`src/hdl/deque_pkg.sv`:
```
`timescale 1ns / 1ps

package deque_pkg;

    localparam int DEPTH_DEF      = 16;
    localparam int DATA_WIDTH_DEF = 32;

    localparam int MODE_W   = 3;
    localparam int VALUE_W  = 32;
    localparam int COUNT_W  = 5;
    localparam int STATUS_W = 2;

    localparam logic [MODE_W-1:0] MODE_PUSH_BACK  = 3'd0;
    localparam logic [MODE_W-1:0] MODE_PUSH_FRONT = 3'd1;
    localparam logic [MODE_W-1:0] MODE_POP_FRONT  = 3'd2;
    localparam logic [MODE_W-1:0] MODE_POP_BACK   = 3'd3;
    localparam logic [MODE_W-1:0] MODE_SEARCH     = 3'd4;

    localparam logic [STATUS_W-1:0] STATUS_OK    = 2'd0;
    localparam logic [STATUS_W-1:0] STATUS_EMPTY = 2'd1;
    localparam logic [STATUS_W-1:0] STATUS_FULL  = 2'd2;

endpackage

```
`src/hdl/double_ended_queue_with_search.sv`:
```
`timescale 1ns / 1ps

// channel | valid      | ready       | payload
// in      | i_in_valid | o_in_ready  | i_mode, i_value
// out     | o_out_valid| i_out_ready | o_popped_value, o_found, o_entry_count, o_status
//
// Push, refused push, pop on empty, search on empty and unused modes load the result register straight from idle.
// Pop: the memory read is registered first, then the word is loaded into the result register.
// Search: from the front, one stored word read and compared per cycle while the result register is free.
// One word at a time; input ready only while idle and the result register is free.
// Reset empties the queue; entry memory is not cleared.
// A stalled result holds every stage until it is taken.

module double_ended_queue_with_search #(
    parameter int DEPTH      = deque_pkg::DEPTH_DEF,
    parameter int DATA_WIDTH = deque_pkg::DATA_WIDTH_DEF
) (
    input  logic                                i_clk,
    input  logic                                i_rst_n,
    input  logic                                i_in_valid,
    output logic                                o_in_ready,
    input  logic [deque_pkg::MODE_W-1:0]        i_mode,
    input  logic signed [deque_pkg::VALUE_W-1:0] i_value,
    output logic                                o_out_valid,
    input  logic                                i_out_ready,
    output logic signed [deque_pkg::VALUE_W-1:0] o_popped_value,
    output logic                                o_found,
    output logic [deque_pkg::COUNT_W-1:0]       o_entry_count,
    output logic [deque_pkg::STATUS_W-1:0]      o_status
);
    import deque_pkg::*;

    localparam int AW = $clog2(DEPTH);
    localparam int CW = $clog2(DEPTH + 1);
    localparam int DW = DATA_WIDTH;

    localparam logic [1:0] S_IDLE = 2'd0;
    localparam logic [1:0] S_POP  = 2'd1;
    localparam logic [1:0] S_SRCH = 2'd2;

    function automatic logic [AW-1:0] wrap_inc(input logic [AW-1:0] p);
        logic [AW-1:0] r;
        if (p == AW'(DEPTH - 1)) begin
            r = '0;
        end else begin
            r = p + 1'b1;
        end
        return r;
    endfunction

    logic [1:0]          r_state, n_state;
    logic [AW-1:0]       r_front, n_front;
    logic [CW-1:0]       r_count, n_count;
    logic [AW-1:0]       r_ptr, n_ptr;
    logic [CW-1:0]       r_left, n_left;
    logic [DW-1:0]       r_key, n_key;
    logic                r_rd_vld, n_rd_vld;
    logic [DW-1:0]       r_rd_data;
    logic                r_out_valid, n_out_valid;
    logic [VALUE_W-1:0]  r_popped, n_popped;
    logic                r_found, n_found;
    logic [COUNT_W-1:0]  r_ecnt, n_ecnt;
    logic [STATUS_W-1:0] r_status, n_status;

    logic [DW-1:0] r_mem [DEPTH];

    logic                wr_en, rd_en;
    logic [AW-1:0]       wr_addr, rd_addr;
    logic [DW-1:0]       in_data;
    logic                in_fire, out_free, full, empty;
    logic [AW-1:0]       front_dec, back_addr;
    logic [CW-1:0]       back_off;
    logic [AW:0]         back_sum;
    logic                ld, ld_found;
    logic [VALUE_W-1:0]  ld_pop;
    logic [CW-1:0]       ld_count;
    logic [STATUS_W-1:0] ld_status;

    assign out_free   = !r_out_valid || i_out_ready;
    assign o_in_ready = (r_state == S_IDLE) && out_free;
    assign in_fire    = i_in_valid && o_in_ready;
    assign full       = (r_count == CW'(DEPTH));
    assign empty      = (r_count == '0);
    assign in_data    = DW'($unsigned(i_value));
    assign front_dec  = (r_front == '0) ? AW'(DEPTH - 1) : r_front - 1'b1;
    assign back_off   = (i_mode == MODE_POP_BACK) ? r_count - 1'b1 : r_count;
    assign back_sum   = (AW + 1)'(r_front) + (AW + 1)'(back_off);
    assign back_addr  = (back_sum >= (AW + 1)'(DEPTH)) ? AW'(back_sum - (AW + 1)'(DEPTH))
                                                      : AW'(back_sum);

    always_comb begin
        n_state     = r_state;
        n_front     = r_front;
        n_count     = r_count;
        n_ptr       = r_ptr;
        n_left      = r_left;
        n_key       = r_key;
        n_rd_vld    = r_rd_vld;
        n_out_valid = r_out_valid;
        n_popped    = r_popped;
        n_found     = r_found;
        n_ecnt      = r_ecnt;
        n_status    = r_status;
        wr_en       = 1'b0;
        rd_en       = 1'b0;
        wr_addr     = back_addr;
        rd_addr     = r_ptr;
        ld          = 1'b0;
        ld_pop      = '0;
        ld_found    = 1'b0;
        ld_count    = r_count;
        ld_status   = STATUS_OK;

        if (r_out_valid && i_out_ready) begin
            n_out_valid = 1'b0;
        end

        unique case (r_state)
            S_IDLE: begin
                if (in_fire) begin
                    n_key = in_data;
                    unique case (i_mode)
                        MODE_PUSH_BACK: begin
                            ld = 1'b1;
                            if (full) begin
                                ld_status = STATUS_FULL;
                            end else begin
                                wr_en    = 1'b1;
                                n_count  = r_count + 1'b1;
                                ld_count = n_count;
                            end
                        end
                        MODE_PUSH_FRONT: begin
                            ld = 1'b1;
                            if (full) begin
                                ld_status = STATUS_FULL;
                            end else begin
                                wr_en    = 1'b1;
                                wr_addr  = front_dec;
                                n_front  = front_dec;
                                n_count  = r_count + 1'b1;
                                ld_count = n_count;
                            end
                        end
                        MODE_POP_FRONT: begin
                            if (empty) begin
                                ld        = 1'b1;
                                ld_status = STATUS_EMPTY;
                            end else begin
                                rd_en   = 1'b1;
                                rd_addr = r_front;
                                n_front = wrap_inc(r_front);
                                n_count = r_count - 1'b1;
                                n_state = S_POP;
                            end
                        end
                        MODE_POP_BACK: begin
                            if (empty) begin
                                ld        = 1'b1;
                                ld_status = STATUS_EMPTY;
                            end else begin
                                rd_en   = 1'b1;
                                rd_addr = back_addr;
                                n_count = r_count - 1'b1;
                                n_state = S_POP;
                            end
                        end
                        MODE_SEARCH: begin
                            if (empty) begin
                                ld = 1'b1;
                            end else begin
                                n_ptr    = r_front;
                                n_left   = r_count;
                                n_rd_vld = 1'b0;
                                n_state  = S_SRCH;
                            end
                        end
                        default: begin
                            ld = 1'b1;
                        end
                    endcase
                end
            end
            S_POP: begin
                if (out_free) begin
                    ld      = 1'b1;
                    ld_pop  = VALUE_W'(r_rd_data);
                    n_state = S_IDLE;
                end
            end
            S_SRCH: begin
                if (out_free) begin
                    if (r_rd_vld && (r_rd_data == r_key)) begin
                        ld       = 1'b1;
                        ld_found = 1'b1;
                        n_state  = S_IDLE;
                    end else if (r_left == '0) begin
                        ld      = 1'b1;
                        n_state = S_IDLE;
                    end else begin
                        // advance one stored word
                        rd_en    = 1'b1;
                        rd_addr  = r_ptr;
                        n_ptr    = wrap_inc(r_ptr);
                        n_left   = r_left - 1'b1;
                        n_rd_vld = 1'b1;
                    end
                end
            end
            default: begin
                n_state = S_IDLE;
            end
        endcase

        if (ld) begin
            n_out_valid = 1'b1;
            n_popped    = ld_pop;
            n_found     = ld_found;
            n_ecnt      = COUNT_W'(ld_count);
            n_status    = ld_status;
        end
    end

    always_ff @(posedge i_clk) begin
        if (!i_rst_n) begin
            r_state     <= S_IDLE;
            r_front     <= '0;
            r_count     <= '0;
            r_rd_vld    <= 1'b0;
            r_out_valid <= 1'b0;
        end else begin
            r_state     <= n_state;
            r_front     <= n_front;
            r_count     <= n_count;
            r_rd_vld    <= n_rd_vld;
            r_out_valid <= n_out_valid;
        end
    end

    always_ff @(posedge i_clk) begin
        r_ptr    <= n_ptr;
        r_left   <= n_left;
        r_key    <= n_key;
        r_popped <= n_popped;
        r_found  <= n_found;
        r_ecnt   <= n_ecnt;
        r_status <= n_status;
    end

    always_ff @(posedge i_clk) begin
        if (wr_en) begin
            r_mem[wr_addr] <= in_data;
        end
        if (rd_en) begin
            r_rd_data <= r_mem[rd_addr];
        end
    end

    assign o_out_valid    = r_out_valid;
    assign o_popped_value = $signed(r_popped);
    assign o_found        = r_found;
    assign o_entry_count  = r_ecnt;
    assign o_status       = r_status;

endmodule

```
`config.mk`:
```
export PLATFORM = sky130hd
export DESIGN_NAME = double_ended_queue_with_search
export DESIGN_NICKNAME = d
export VERILOG_FILES = /design/src/hdl/deque_pkg.sv /design/src/hdl/double_ended_queue_with_search.sv
export SDC_FILE = /design/constraint.sdc
export NUM_CORES = 1
export LEC_CHECK = 0
export ABC_CLOCK_PERIOD_IN_PS = 4380
export BUFFER_PORTS_ARGS = -buffer_cell sky130_fd_sc_hd__buf_2
export CAP_MARGIN = 5
export CORE_AREA = 2 2 318 241
export CTS_CLUSTER_DIAMETER = 80
export CTS_CLUSTER_SIZE = 10
export DETAILED_ROUTE_END_ITERATION = 6
export DIE_AREA = 0 0 320 243
export SLEW_MARGIN = 20
export SYNTH_ARGS = -nofsm -noshare
export SYNTH_HDL_FRONTEND = slang
export SYNTH_SLANG_ARGS = --single-unit
```
`constraint.sdc`:
```
create_clock -name i_clk -period 4.38 [get_ports i_clk]
set_input_delay 0.876 -clock i_clk [delete_from_list [all_inputs] [get_ports i_clk]]
set_output_delay 0.876 -clock i_clk [all_outputs]
set_load 0.005 [all_outputs]
```
== Yosys cells after proc, flatten, opt, wreduce, memory -nomap -nowiden ==
Memories as Yosys holds them, arrays and structs flattened. A register that Yosys moved wholly into a read port is not among the register bits.
Cells that the tools add are included.
Word-level totals
  register bits after elaboration: 94
  bits in writable memories: 512
  word-level logic and storage cells: 151
  memories: 1
Memory list
  r_mem: words 16, width 32, rd ports 1, clocked after memory_dff 1, write ports 1, line double_ended_queue_with_search.sv:65  | logic [DW-1:0] r_mem [DEPTH];
Operators by class
  $add $sub $neg: 8
  magnitude comparators: 1
  equality and inequality tests: 24
  muxes and demuxes: 79
  reductions and logical operators: 26
Operator list (number)
  $mux 4: 19
  $mux 5: 12
  $eq 32x32->1: 1
  $mux 1: 29
  $pmux 4 s2: 3
  $pmux 5 s2: 2
  $ne 2x2->1 const B: 9
  $mux 2: 8
  $reduce_and 7->1: 2
  $logic_not 5->1: 2
  $sub 5x1->5 const B: 2
  $ne 3x3->1 const B: 3
  $add 4x1->4 const B: 2
  $eq 4x4->1 const B: 2
  $pmux 2 s2: 2
  $reduce_bool 2->1: 4
  $sub 4x1->4 const B: 2
  $eq 3x2->1 const B: 2
  $pmux 2 s3: 1
  $reduce_and 2->1: 3
  $reduce_and 6->1: 1
  $add 4x5->5: 1
  $add 5x1->5 const B: 1
  $eq 5x5->1 const B: 1
  other kinds (19): 24

== Longest topological paths before layout ==
  depth in word-level cells: 9
  mapped depth: 14

== Worst setup path after synthesis ==
No wires, ideal clock.
  path type: input -> register
  from: input i_mode[2] (netlist name)
  to: memory r_mem[4][0] (netlist name), enable pin
  arrival time: 4.079 ns
  required time: 3.959 ns
  setup slack: -0.120 ns
  stages on the path: 10
  buffers on the path: 0
  cells stage by stage: nand3b_1 > xnor2_1 > ha_1 > inv_1 > fa_1 > xnor2_1 > mux2i_1 > or3_1 > a21bo_2 > nor2_1
Between the ends
  longest elaborated chain between the ends: 9
  elaborated cells between the ends (all ways): 18
  those cells by class: add/sub: 2; order compare: 1; eq/ne: 2; mux: 11; reduce/logical: 2
RTL lines
  start: declaration: line double_ended_queue_with_search.sv:22  | input logic [deque_pkg::MODE_W-1:0] i_mode,
  $eq 3x2->1: line double_ended_queue_with_search.sv:86  | assign back_off = (i_mode == MODE_POP_BACK) ? r_count - 1'b1 : r_count;
  $mux 5: line double_ended_queue_with_search.sv:86
  $add 4x5->5: line double_ended_queue_with_search.sv:87  | assign back_sum = (AW + 1)'(r_front) + (AW + 1)'(back_off);
  $sub 4x1->4 or $ge 5x5->1 (tied branches): line double_ended_queue_with_search.sv:88  | assign back_addr = (back_sum >= (AW + 1)'(DEPTH)) ? AW'(back_sum - (AW + 1)'(DEPTH))
  $mux 4: line double_ended_queue_with_search.sv:88
  $mux 4: line double_ended_queue_with_search.sv:135  | if (full) begin
  $mux 4: line double_ended_queue_with_search.sv:122  | unique case (i_mode)
  $mux 4: line double_ended_queue_with_search.sv:120  | if (in_fire) begin
  $mux 4: line double_ended_queue_with_search.sv:118  | unique case (r_state)
  end: declaration: line double_ended_queue_with_search.sv:65
Parallel ways exist; a longest one is shown, timed or not.

== Worst setup path after layout ==
  from: register r_count[0]
  to: register r_rd_data[10], read port of r_mem (data pin)
Between the ends
  longest elaborated chain between the ends: 9
  elaborated cells between the ends (all ways): 16
  those cells by class: add/sub: 3; order compare: 1; mux: 11; reduce/logical: 1
RTL lines
  start: declaration: line double_ended_queue_with_search.sv:53  | logic [CW-1:0] r_count, n_count;
  start signal: assignment: line double_ended_queue_with_search.sv:234  | r_count <= n_count;
  $sub 5x1->5: line double_ended_queue_with_search.sv:86
  $mux 5: line double_ended_queue_with_search.sv:86
  $add 4x5->5: line double_ended_queue_with_search.sv:87
  $sub 4x1->4 or $ge 5x5->1 (tied branches): line double_ended_queue_with_search.sv:88
  $mux 4: line double_ended_queue_with_search.sv:88
  $mux 4: line double_ended_queue_with_search.sv:158  | if (empty) begin
  $pmux 4 s2: line double_ended_queue_with_search.sv:122
  $mux 4: line double_ended_queue_with_search.sv:120
  $mux 4
  end: declaration: line double_ended_queue_with_search.sv:58  | logic [DW-1:0] r_rd_data;
Parallel ways exist; a longest one is shown, timed or not.
A chain may end at the register's enable or synchronous reset.

==> metrics.txt <==
CTS tree=yes; GPL Wtd Cong=roughly 0.8; Max VDD drop=0.000304 V; slowest stage delay, CP=~0.53 ns; Cell Area, Synth=between 20000 and 30000 um^2; final instance area=roughly 30000 um^2; startpoint types=flop; die width=about 320 um; final cycle utilization of the critical path=0.864; sequential area share after synthesis=0.734; most common cell in the netlist=nand2_1; Max-Slew Margin vs Limit=0.426; via count=approximately 16000; CTS HTree Levels=3; Worst EP required=approximately 4.7 ns; final WL=66200 um; Std-Cell Rows=87; worst-path fanout max=49; Area growth syn-to-layout=15.5%; # clock sinks=about 640; GRT Util Overall=0.170; crit-path cells=inv_1 > ha_1 > o21ai_0 > inv_1 > fa_1 > a211oi_1 > a21oi_4 > buf_12 > buf_12 > o211ai_1 > nand4_1; synth cell count leaders=669 x nand2_1, 625 x edfxtp_1, 138 x nand3_1; met3 Resource Use GR=0.0350; grt total ovfl=0; post-route minimum period=3.79 ns; post-synthesis register bit count=638; Worst Hold Depth=2; CTS Hold Bufs=0; met2 Use GR=0.247; CP Class=flop to flop; max cap viols=0; postcts setup bufs=0; RSZ-0062 raised after global routing=false; IO Pins=around 80; EDFF count, synth=around 630; CTS Root Cell=clkbuf_16; fmax=between 200 and 300 MHz; Cell Pwr Density=approximately 430 nW/um^2; layout cells sized above 1=0.123; Worst Setup End Kind=flop; clock-pin slew of the registers on the worst-case setup and hold paths=around 0.060 ns; ys async rst share=0; Initial Util=0.347; DR pass1 iterations=6; Port Buf Inserts=80; routing usage on met1=0.258; number of distinct library cells after synthesis=60; predominant post-synthesis flop cell=edfxtp_1; chip height=243 um; number of gates resized after CTS=0; vias in the first global route=about 16000; Antenna Violating Nets Remaining=0; post-synth top area share=0.724; initial antenna violation count=12; Slew @ Worst Pin=between 0.8 and 0.9 ns; final total power=roughly 13000 uW; Synth area leaders=edfxtp_1 72%, nand2_1 9.7%, o211ai_1 3.7%, nand3_1 2.7%, xnor2_1 1.4%; first-pass GRT wire length=99000 um; worst min-delay path class=flop to flop; Initial DRC Count=between 1500 and 2000; synth warn=0; Yosys top cell by area=edfxtp_1; DRC Markers=0; status=completed; Clock Tree Buf Depth=3; post-DR wirelength/cell=between 20 and 25 um; LEAKAGE=~0.010 uW; gr busiest metal=met1; Post-DP Area=28000 um^2; Reg2Reg Depth=11; Critical-path top delay cell=dfxtp_1; setup slack after layout=about 0.59 ns; Slew Viols, Final=0; core area=roughly 75000 um^2; Mapped Nets=between 2000 and 2500; Clock Latency Late Sink=~0.60 ns; Final Hold Fails=0; dpl ws=between 0.2 and 0.3 ns; cell count after synthesis=approximately 2000; Data arrival, critical path=~4.1 ns; Die ar.=between 70000 and 80000 um^2; Final HPWL DP=~39000 um; Nets=roughly 2200; total CTS buffers=73; Via density=roughly 5.2; largest net degree at the start of global routing=105; Mean Syn Cell Area=around 13 um^2; clock skew=0.0207 ns; Final setup viols=0
[state kept, by name, summed over array words and instances (netlist names)]
signal          cells
o_popped_value     32
r_left              5
r_state             2
o_status            2
o_out_valid         1
r_key              32
r_ptr               4
r_rd_data          32
o_entry_count       5
r_front             4
r_rd_vld            1
o_found             1
r_count             5
r_mem             512
[worst max-delay path: cells and delay by family (launching register included)]
kind / cells / cell delay (ns)
buffers and inverters: 4 / 0.72
DFF: 1 / 0.53
adders and majority gates: 2 / 0.90
AOI/OAI and AO/OA: 4 / 1.21
and+or+nand+nor: 1 / 0.13
[placed cells by master, fill, tap and decap left out, types with 2 or more instances in the layout]
cell type | Yosys | final
clkbuf_1 | 36 | 11
o21ai_1 | 6 | 6
nand2_1 | 669 | 668
and2_1 | 32 | 32
nand3_1 | 138 | 138
a311oi_1 | 2 | 2
nor2_2 | 1 | 2
clkbuf_16 | 0 | 74
o211ai_1 | 128 | 128
dfxtp_1 | 13 | 13
buf_12 | 0 | 29
diode_2 | 0 | 2
nand2b_1 | 7 | 7
nor4_1 | 5 | 5
nor2_4 | 0 | 17
o221a_2 | 2 | 2
a21oi_1 | 14 | 14
inv_1 | 12 | 11
nor2b_1 | 5 | 5
ha_1 | 13 | 13
or3_1 | 2 | 2
xnor2_1 | 40 | 40
a31oi_1 | 4 | 4
nor3_1 | 12 | 11
o21ai_0 | 15 | 15
buf_2 | 64 | 80
clkinv_1 | 0 | 2
edfxtp_1 | 625 | 625
mux2i_1 | 5 | 4
nand4_1 | 41 | 41
inv_6 | 0 | 2
xor2_1 | 7 | 7
and3_1 | 2 | 2
a211oi_1 | 6 | 6
nor3b_1 | 6 | 6
buf_4 | 14 | 38
nor2_1 | 46 | 28
[worst paths after layout]
path                    from             to  slack, ns
setup / recovery  r_count[0]  r_rd_data[10]       0.59
setup reg to reg  r_count[0]  r_rd_data[10]       0.59
hold reg to reg     r_rd_vld       r_rd_vld       0.56
hold / removal      r_rd_vld       r_rd_vld       0.56
[area by class of cell]
cell class                      count  area, um^2
Clock inverter                      4        37.5
Timing Repair Buffer              147        1270
Antenna cell                        2        5.00
Clock buffer                       85        1890
Fill cell                        6917       44700
Multi-Input combinational cell   1239        6470
Sequential cell                   638       19000
Tap cell                          979        1220
Inverter                           12        45.0
[power breakdown]
group	total, uW	internal, uW	switching (uW)
logic	860	266	595
registers	6910	6850	58.3
clock network	5210	3010	2200
total	13000	10100	2850
[layer usage]
layer  share of wire  routed length, um  up-vias
li1                -                  -     7435
met2            0.43              28300      599
met1            0.47              30800     8023
met3           0.087               5780      100
met5         0.00011                  7        -
met4           0.019               1270        2
[cell families after synthesis]
logic type / synth area share
adders and majority gates: 0.00704
xor gates and xnor gates: 0.0167
AOI/OAI and AO/OA: 0.0528
and+or+nand+nor: 0.163
muxes: 0.00280
DFF: 0.734
buffers and inverters: 0.0239
[metrics by stage]
step / hold WS (ns) / utilization / setup TNS, ns / instances
2_1_floorplan: 0.432 / - / -25.20 / 2007
3_3_place_gp: 0.529 / 0.375 / 0 / 3015
3_5_place_dp: 0.527 / 0.375 / 0 / 3015
4_1_cts: 0.539 / 0.401 / 0 / 3104
5_1_grt: 0.562 / 0.401 / 0 / 3104
6_report: 0.558 / 0.401 / 0 / 3106
(Power assumes the default switching activity.)
